<file path="config.mk">
export PLATFORM = sky130hd
export DESIGN_NAME = timed_button_action_sequencer
export DESIGN_NICKNAME = d
export VERILOG_FILES = /design/src/rtl/tbas_pkg.sv /design/src/rtl/tbas_queue.sv /design/src/rtl/timed_button_action_sequencer.sv
export VERILOG_INCLUDE_DIRS = /design/src /design/src/rtl
export SDC_FILE = /design/constraint.sdc
export NUM_CORES = 2
export LEC_CHECK = 0
export BUFFER_PORTS_ARGS = -buffer_cell sky130_fd_sc_hd__buf_2
export CAP_MARGIN = 25
export CELL_PAD_IN_SITES_DETAIL_PLACEMENT = 1
export CELL_PAD_IN_SITES_GLOBAL_PLACEMENT = 2
export CORE_MARGIN = 5
export CORE_UTILIZATION = 40
export CTS_CLUSTER_DIAMETER = 80
export DETAILED_ROUTE_END_ITERATION = 7
export HOLD_SLACK_MARGIN = 0.03
export PLACE_DENSITY = 0.7
export SYNTH_ARGS = -nofsm -noshare
export SYNTH_HDL_FRONTEND = slang
export SYNTH_SLANG_ARGS = --single-unit
export TNS_END_PERCENT = 30
</file>
<file path="constraint.sdc">
create_clock -name clk -period 6.3 [get_ports clk]
set_input_delay 0.945 -clock clk [delete_from_list [all_inputs] [get_ports clk]]
set_output_delay 0.945 -clock clk [all_outputs]
set_load 0.02 [all_outputs]
</file>
<file path="src/rtl/assert_macros.svh">
`ifndef ASSERT_MACROS_SVH
`define ASSERT_MACROS_SVH

// Clocked property check, off during reset.
`define TBAS_ASSERT(label, prop, msg) \
  label: assert property (@(posedge clk) disable iff (rst) prop) else $error(msg);

// Expression that must never be true outside reset.
`define TBAS_NEVER(label, expr, msg) \
  label: assert property (@(posedge clk) disable iff (rst) !(expr)) else $error(msg);

`endif

</file>
<file path="src/rtl/tbas_pkg.sv">
package tbas_pkg;

  localparam int QUEUE_DEPTH = 128;
  localparam int PTR_W       = $clog2(QUEUE_DEPTH);
  localparam int SUM_W       = $clog2(QUEUE_DEPTH + 1);

  localparam logic       OP_PUSH    = 1'b0;
  localparam logic       OP_TICK    = 1'b1;
  localparam logic [1:0] KIND_PRESS = 2'd0;
  localparam logic [1:0] KIND_DIR   = 2'd1;
  localparam logic [1:0] KIND_WAIT  = 2'd2;
  localparam logic [3:0] HAT_CENTER = 4'h8;

  typedef logic [PTR_W-1:0] ptr_t;
  typedef logic [SUM_W-1:0] cnt_t;

  typedef struct packed {
    logic        op;
    logic [1:0]  kind;
    logic [15:0] duration_ms;
    logic [13:0] press_mask;
    logic [1:0]  direction;
  } item_t;

  typedef struct packed {
    logic        accepted;
    logic [13:0] buttons;
    logic [3:0]  hat;
    logic        busy_res;
    logic [7:0]  pending;
  } result_t;

  typedef struct packed {
    logic [1:0]  kind;
    logic [15:0] duration;
    logic [13:0] payload;
  } entry_t;

  typedef struct packed {
    logic empty;
    logic full;
    cnt_t count;
  } queue_status_t;

  function automatic ptr_t ptr_inc(ptr_t p);
    return (p == PTR_W'(QUEUE_DEPTH - 1)) ? '0 : p + ptr_t'(1);
  endfunction

  function automatic logic [7:0] sat_pending(cnt_t v);
    return (32'(v) > 32'd255) ? 8'hFF : 8'(v);
  endfunction

endpackage

</file>
<file path="src/rtl/tbas_queue.sv">
`include "assert_macros.svh"

module tbas_queue (
  input  logic                     clk,
  input  logic                     rst,
  input  logic                     push,
  input  tbas_pkg::entry_t         push_data,
  input  logic                     pop,
  output tbas_pkg::entry_t         head,
  output tbas_pkg::queue_status_t  status
);

  tbas_pkg::entry_t  store [tbas_pkg::QUEUE_DEPTH];
  tbas_pkg::ptr_t    rp;
  tbas_pkg::ptr_t    wp;
  tbas_pkg::ptr_t    rp_next;
  tbas_pkg::ptr_t    wp_next;
  logic              push_ok;

  always_comb begin
    status.empty = (rp == wp);
    status.full  = (tbas_pkg::ptr_inc(wp) == rp);
    if (wp >= rp) begin
      status.count = tbas_pkg::cnt_t'(wp) - tbas_pkg::cnt_t'(rp);
    end else begin
      status.count = tbas_pkg::cnt_t'(tbas_pkg::QUEUE_DEPTH) - tbas_pkg::cnt_t'(rp)
                   + tbas_pkg::cnt_t'(wp);
    end
    push_ok = push && !status.full;
    rp_next = (pop && !status.empty) ? tbas_pkg::ptr_inc(rp) : rp;
    wp_next = push_ok ? tbas_pkg::ptr_inc(wp) : wp;
  end

  always_ff @(posedge clk) begin
    if (rst) begin
      rp <= '0;
      wp <= '0;
    end else begin
      rp <= rp_next;
      wp <= wp_next;
    end
  end

  always_ff @(posedge clk) begin
    if (push_ok) begin
      store[wp] <= push_data;
    end
  end

  // head tracks the entry at the read pointer; forward a write into an empty queue
  always_ff @(posedge clk) begin
    if (push_ok && (wp == rp_next)) begin
      head <= push_data;
    end else begin
      head <= store[rp_next];
    end
  end

  `TBAS_NEVER(a_pop_empty, pop && status.empty, "pop from empty queue")
  `TBAS_ASSERT(a_full_holds, push && status.full |=> $stable(wp), "push stored while full")

endmodule

</file>
<file path="src/rtl/timed_button_action_sequencer.sv">
// Timed button action sequencer. An item (push or 1 ms tick) is taken on any cycle with
// start high; busy is always low, so one item is taken per cycle with no gaps. The result
// beat appears on result with done high in the cycle after the item is taken and is
// held for that single cycle only; the receiver cannot stall it and must sample it then.
// Queue holds QUEUE_DEPTH-1 actions in a single-port-write memory whose head entry is
// prefetched into a register, so a tick can pop it without waiting on a memory read.
`include "assert_macros.svh"

module timed_button_action_sequencer (
  input  logic               clk,
  input  logic               rst,
  input  logic               start,
  input  tbas_pkg::item_t    item,
  output logic               busy,
  output logic               done,
  output tbas_pkg::result_t  result
);

  tbas_pkg::entry_t         head;
  tbas_pkg::queue_status_t  qs;
  tbas_pkg::entry_t         push_data;
  logic                     push;
  logic                     pop;
  logic                     push_ok;

  logic                     active;
  logic                     active_next;
  tbas_pkg::entry_t         cur;
  tbas_pkg::entry_t         cur_next;
  logic [15:0]              time_left;
  logic [15:0]              time_left_next;
  logic [13:0]              button_word;
  logic [13:0]              button_word_next;
  logic [3:0]               hat_code;
  logic [3:0]               hat_code_next;
  tbas_pkg::cnt_t           queued;
  tbas_pkg::result_t        result_next;

  assign busy = 1'b0;

  always_comb begin
    push_data.kind     = item.kind;
    push_data.duration = item.duration_ms;
    push_data.payload  = (item.kind == tbas_pkg::KIND_DIR) ? {12'b0, item.direction}
                                                            : item.press_mask;
    push    = start && (item.op == tbas_pkg::OP_PUSH);
    push_ok = push && !qs.full;
    pop     = 1'b0;

    active_next      = active;
    cur_next         = cur;
    time_left_next   = time_left;
    button_word_next = button_word;
    hat_code_next    = hat_code;

    if (start && (item.op == tbas_pkg::OP_TICK)) begin
      if (!active && !qs.empty) begin
        pop            = 1'b1;
        cur_next       = head;
        time_left_next = head.duration;
        active_next    = 1'b1;
        case (head.kind)
          tbas_pkg::KIND_PRESS: button_word_next = button_word | head.payload;
          tbas_pkg::KIND_DIR:   hat_code_next    = {1'b0, head.payload[1:0], 1'b0};
          default: ;
        endcase
      end else if (active && (time_left != 16'd0)) begin
        time_left_next = time_left - 16'd1;
      end
      if (active_next && (time_left_next == 16'd0)) begin
        active_next = 1'b0;
        case (cur_next.kind)
          tbas_pkg::KIND_PRESS: button_word_next = button_word_next & ~cur_next.payload;
          tbas_pkg::KIND_DIR:   hat_code_next    = tbas_pkg::HAT_CENTER;
          default: ;
        endcase
      end
    end

    queued = qs.count + tbas_pkg::cnt_t'(push_ok) - tbas_pkg::cnt_t'(pop);

    result_next.accepted = push_ok;
    result_next.buttons  = button_word_next;
    result_next.hat      = hat_code_next;
    result_next.busy_res = active_next;
    result_next.pending  = tbas_pkg::sat_pending(queued + tbas_pkg::cnt_t'(active_next));
  end

  tbas_queue u_queue (
    .clk       (clk),
    .rst       (rst),
    .push      (push),
    .push_data (push_data),
    .pop       (pop),
    .head      (head),
    .status    (qs)
  );

  always_ff @(posedge clk) begin
    if (rst) begin
      active      <= 1'b0;
      cur         <= '0;
      time_left   <= '0;
      button_word <= '0;
      hat_code    <= tbas_pkg::HAT_CENTER;
      done        <= 1'b0;
    end else begin
      active      <= active_next;
      cur         <= cur_next;
      time_left   <= time_left_next;
      button_word <= button_word_next;
      hat_code    <= hat_code_next;
      done        <= start;
    end
  end

  always_ff @(posedge clk) begin
    result <= result_next;
  end

  `TBAS_ASSERT(a_beat_follows, start |=> done, "result beat missing after item")
  `TBAS_ASSERT(a_idle_neutral, !active |-> (hat_code == tbas_pkg::HAT_CENTER) && (button_word == 14'd0), "idle runner left outputs held")

endmodule

</file>
Word level (Yosys, flattened, before mapping)

Memory sizes are Yosys's and may differ from the RTL's. A register that Yosys moved wholly into a read port is not among the register bits.
Index checks and enable logic that the tools add are counted.
Widths: inputs -> output; s select.

$add $sub $neg: 9
$lt $le $gt $ge: 1
Eq/ne operators: 7
Muxes and demuxes: 29
Bitwise operators: 4
Reduce and logical (&&, ||, !) cells: 14

Operator list:

| kind                  | number |
|---|---|
| $mux 14               | 7 |
| $mux 32               | 2 |
| $mux 16               | 3 |
| $mux 7                | 3 |
| $mux 4                | 5 |
| $add 8x1->8           | 2 |
| $logic_not 16->1      | 1 |
| $reduce_bool 16->1    | 1 |
| $sub 16x1->16 const B | 1 |
| $add 7x1->7 const B   | 2 |
| $and 14x14->14        | 1 |
| $eq 7x7->1            | 2 |
| $eq 7x7->1 const B    | 2 |
| $not 14->14           | 1 |
| $or 14x14->14         | 1 |
| $add 8x7->8           | 1 |
| $mux 1                | 8 |
| $mux 8                | 1 |
| $sub 7x7->8           | 1 |
| $sub 8x1->8           | 1 |
| $sub 8x7->8 const A   | 1 |
| $ge 7x7->1            | 1 |
| $logic_and 1x1->1     | 7 |
| $eq 2x1->1 const B    | 3 |
| other kinds (3)       | 6 |

Register bits after elaboration: 94
Memory bits (writable): 4096
Output and inout port bits: 30
Word-level logic and storage cells: 79
Memories: 1

Memory list:

| memory        | words | width | read ports | clocked after Yosys merged registers in | wr ports | line             | source |
|---|---|---|---|---|---|---|---|
| u_queue.store | 128   | 32    | 1          | 1                                       | 1        | tbas_queue.sv:13 | `tbas_pkg::entry_t store [tbas_pkg::QUEUE_DEPTH];` |

Longest topological paths before layout

Depth in word-level cells: 10
Gate-level depth with buffers: 27
Depth with buffers taken out: 20

Modules after synthesis

Synthesis repeated with hierarchy kept, for this count alone.

Cells, all modules: 7284
Area, all modules: 160781.7 sq um

Modules (own cells, without submodules):

| module                        | times used | cells each | area each (sq um) | seq. area each (sq um) |
|---|---|---|---|---|
| tbas_queue                    | 1          | 6775       | 156751.6          | 123418.4 |
| timed_button_action_sequencer | 1          | 509        | 4030.1            | 1601.5 |

Worst setup path after synthesis

No wires, ideal clock.

Kind: reg2reg
Start: register u_queue.rp[2]
End: register result[6] (netlist name)
Setup time: 0.072 ns
Data arrival time: 5.482 ns
Required time: 6.228 ns
Slack: 0.746 ns
Stages on the path, launching flop included: 23
Clock period less this slack: 5.554 ns
Cells stage by stage: dfxtp_1 clkbuf_1 inv_1 ha_1 and3_1 a211oi_2 o311ai_0 or4_1 a211o_1 o2111a_1 nand2b_1 or4_4 buf_6 nor3_1 nor2_1 fa_1 fa_1 a21oi_1 nor2_1 nor2_1 o21bai_1 a21oi_1 xnor2_1

RTL lines:

| item                   | line                                 | source |
|---|---|---|
| start, declared        | tbas_queue.sv:14                     | `tbas_pkg::ptr_t rp;` |
| start signal, assigned | tbas_queue.sv:39                     | `rp <= rp_next;` |
| end signal, assigned   | timed_button_action_sequencer.sv:118 | `result <= result_next;` |
| end, declared          | timed_button_action_sequencer.sv:16  | `output tbas_pkg::result_t result` |

==> summary by stage <==
Final layout
After filler insertion, the fill cell instance count of the layout stands at 36.9k. Cells with a size suffix above 1 make up 28.2% of the layout. The net total in the final layout is 8398. The post-synthesis to final-layout area growth is 15.8%. The finished cells cover 188000 um2. The final standard cell utilization of the core is 46.4%.

Worst setup path
The critical path start-end classification is register to register. The maximum fanout count along the critical path is 41. Data on the critical path is required at its endpoint by 7220 ps.

The data arrival at the endpoint of the critical path is 7170 ps. Across all register-to-register paths, the minimum setup slack is 50 ps. The worst-case reg-to-reg path depth is 23. The category of the worst setup path capture point is a register. The reg-to-reg critical path endpoint is result[6]. The kind of launch point of the worst setup path is a register.

Drt
After detailed routing, the number of remaining DRC violations is 0. The post-detailed-route count of antenna-violating nets is 0. The first detailed-routing pass took 6 iterations.

After detailed routing, the total wire length is 544000 um. The via-per-instance ratio is 6.13. The initial DRC count is 12.6k. Dividing the detail-routed wire length by the instance count gives 38.4 um.

Across all layers, the routed design uses 86.7k vias.

Synthesis
The top cell type by area accounts for 75.7% of the synthesized area. Among all cell types in the netlist, the one instantiated most often is sky130_fd_sc_hd__edfxtp_1. The instance count of the mapped netlist is 7657.

The sequential element share of the synthesized area is 76.9%. Ranked by instance count, the synthesized netlist is headed by sky130_fd_sc_hd__edfxtp_1 (4096), sky130_fd_sc_hd__mux4_2 (906), sky130_fd_sc_hd__mux2i_1 (447). The number of nets handed over by synthesis was 7715. Ranked by total cell area, the synthesized netlist is headed by sky130_fd_sc_hd__edfxtp_1 (76%), sky130_fd_sc_hd__mux4_2 (13%), sky130_fd_sc_hd__mux2i_1 (2.8%), sky130_fd_sc_hd__dfxtp_1 (1.2%), sky130_fd_sc_hd__a22oi_1 (0.90%).

The number of synthesis warnings is 0. The largest area contributor in the netlist is sky130_fd_sc_hd__edfxtp_1. For this run, asynchronously set or reset flops after synthesis account for 0%. The most frequently used flop master after synthesis is sky130_fd_sc_hd__edfxtp_1. The count of distinct cell types in the synthesized netlist is 91. The synthesized area is 163000 um2. The number of flip-flops and latches in the synthesized netlist is 4197. Yosys mapped a number of flops with a built-in enable equal to 4096. The average size of a mapped cell is 21.2 um2.

Clock network
The buffer depth of the longest clock path is 4. The tree is rooted in a sky130_fd_sc_hd__clkbuf_16. In this run, CTS created clock tree buffers numbering 434. CTS built an H-tree with a depth of 5. The total clock sinks is 4197. Clock-pin slew was measured on the worst setup and hold paths at 60 ps.

The later pin in the worst-skew pair is clocked with a latency of 1030 ps. The number of buffers inserted by hold repair at cts is 0. TritonCTS built the clock tree.

Global routing
Global routing finished with a remaining overflow of 0. The pin count of the biggest net entering global routing is 105. The wire length of the first global-routing pass is 743000 um. The number of antenna violations at the first check in global routing is 54. The total global-route track usage is 25.5%. The via count of the first global-routing pass came to 87.6k.

Floorplan
The die is 647 um tall. The total I/O pin count is 68. The initial utilization of the core area, before any placement, comes to 40.1%.

The area enclosed by the die boundary is 419000 um2. The number of cell rows is 234. The horizontal extent of the die is 647 um.

In this run the standard cell core region covers 406000 um2.

Timing
The worst slack on hold paths is 257 ps. The relative slew slack is 1.75%. The final number of hold-violating endpoints is 0. The highest attainable clock frequency is 0.160 GHz. The pin slew with the least headroom to its limit is 1470 ps. The post-layout worst setup margin is 47.4 ps. Setup repair after global routing left no endpoint under its margin. The count of final max-slew check failures is 0. Setup violations remaining at the end of the flow were counted as 0. The shortest period the worst path allows is 6250 ps. Between clock sinks in the finished design, the worst skew comes to 119 ps. Of the available clock period, the critical path in the final layout requires 99.2%.

Flow run
The max-capacitance violation count is 0.

Worst hold path
Along the worst hold path, the cell count comes to 2. The end point of the most critical hold path is done. In this run the most critical hold path is launched from start. The worst hold path belongs to the class input port to register.

Outcome
The flow ran to the end, and the final reports show no timing, DRC or antenna violations.

Placement
The routability congestion estimate from global placement is 0.938. The placed cell area is 173000 um2. The post-detailed-placement half-perimeter wirelength is 335000 um. The post-placement worst setup slack is -1050 ps. During placement, the flow inserted port buffers numbering 66.

Pwr
The worst supply voltage drop on vdd is 252 uV. Power spread over the standard cell area amounts to 316 nW/um2. The static leakage is 0.0570 uW.
-- worst max-delay path, stage by stage (launching register included) --
cell and delay (ps):
sky130_fd_sc_hd__dfxtp_4 370, sky130_fd_sc_hd__buf_12 150, sky130_fd_sc_hd__buf_12 200, sky130_fd_sc_hd__inv_2 110, sky130_fd_sc_hd__buf_4 450, sky130_fd_sc_hd__mux2i_1 390, sky130_fd_sc_hd__o21ai_0 300, sky130_fd_sc_hd__o22ai_1 220
sky130_fd_sc_hd__buf_4 190, sky130_fd_sc_hd__a221o_1 360, sky130_fd_sc_hd__o31ai_2 240, sky130_fd_sc_hd__nand4bb_1 250, sky130_fd_sc_hd__or4_4 540, sky130_fd_sc_hd__nor3_4 380, sky130_fd_sc_hd__buf_4 190, sky130_fd_sc_hd__nor2_1 70
sky130_fd_sc_hd__fa_1 470, sky130_fd_sc_hd__fa_1 480, sky130_fd_sc_hd__a21oi_2 150, sky130_fd_sc_hd__nor2_1 60, sky130_fd_sc_hd__nor2_2 120, sky130_fd_sc_hd__o21bai_1 100, sky130_fd_sc_hd__a21oi_2 170, sky130_fd_sc_hd__xnor2_1 150
-- flip-flops by register name (all words and copies together), names as in the netlist, named ones only --
signal         count
hat_code           4
time_left         16
cur               16
result            28
active             1
u_queue.store   4096
button_word       14
u_queue.wp         7
u_queue.rp         7
done               1
-- logic make-up after synthesis --
group	count (synthesis)	synth area share, %
muxes	1403	15.7
buffers and inverters	457	1.57
xor gates and xnor gates	33	0.178
other	1	0.00231
and+or+nand+nor	829	2.42
AOI/OAI and AO/OA	717	3.01
DFF	4197	76.9
adders and majority gates	20	0.168
-- cell type report --
type	count	area [um2]	area share (%)
sequential	4197	125000	66.5
clock inverter	287	2900	1.54
antenna	17	42.5	0.0226
inverter	38	154	0.0818
clock buffer	512	11200	5.96
multi-input combinational	3003	36200	19.2
timing repair buffer	666	5800	3.08
tap	5428	6790	3.61
-- cell usage in the layout, fill, tap and decap left out, drive strengths merged, types with 27 or more instances in the layout --
cell type / netlist / routed
edfxtp: 4096 / 4096
mux4: 913 / 913
buf: 284 / 664
clkbuf: 135 / 513
mux2i: 447 / 447
nand2: 246 / 246
nor2: 233 / 233
clkinv: 2 / 223
a22oi: 194 / 194
a21oi: 162 / 162
dfxtp: 101 / 101
o22ai: 82 / 82
nand3: 74 / 74
a211oi: 64 / 64
and2: 50 / 50
inv: 36 / 50
o21ai: 48 / 48
nor2b: 46 / 46
bufinv: 0 / 44
mux2: 43 / 43
a31oi: 38 / 38
nor3: 35 / 35
and3: 29 / 29
nor4: 27 / 27
-- what timing repair did --
item | 4_1_cts | 5_1_grt
gates resized for setup | 9 | 34
endpoints found under the setup margin | 7 | 3
pin swaps | 1 | 2
gates cloned | 0 | 1
buffers inserted | 14 | 4
-- through the flow --
step	instances	TNS, ps	total power (uW)
6_report	14148	0	59400
5_1_grt	14133	0	61200
4_1_cts	14120	0	59700
3_5_place_dp	13307	-4660	34300
3_3_place_gp	13294	-5310	34200
2_1_floorplan	7657	0	33000
-- metal layers --
metal | routed length (um) | GRT usage, %
met1 | 214000 | 35.1
met4 | 27200 | 10.9
met5 | 93 | 0
met2 | 252000 | 39.6
met3 | 50800 | 5.18
-- power by group --
part	internal [uW]	switching, uW	leakage, uW
sequential	30700	29.0	0.0369
combinational	1060	1950	0.0131
clock	14600	11100	0.00690
total	46400	13100	0.0570
-- how the worst max path moves through the flow --
stage               slack [ps]  depth (start not counted)   endpoint          start
floorplan                  750                         22  result[6]  u_queue.rp[2]
global placement         -1230                         21  result[6]       register
detailed placement       -1050                         21  result[6]       register
CTS                          3                         22  result[6]       register
global route                30                         22  result[6]       register
finish                      50                         23  result[6]       register
Power figures use the tool's default switching activity.
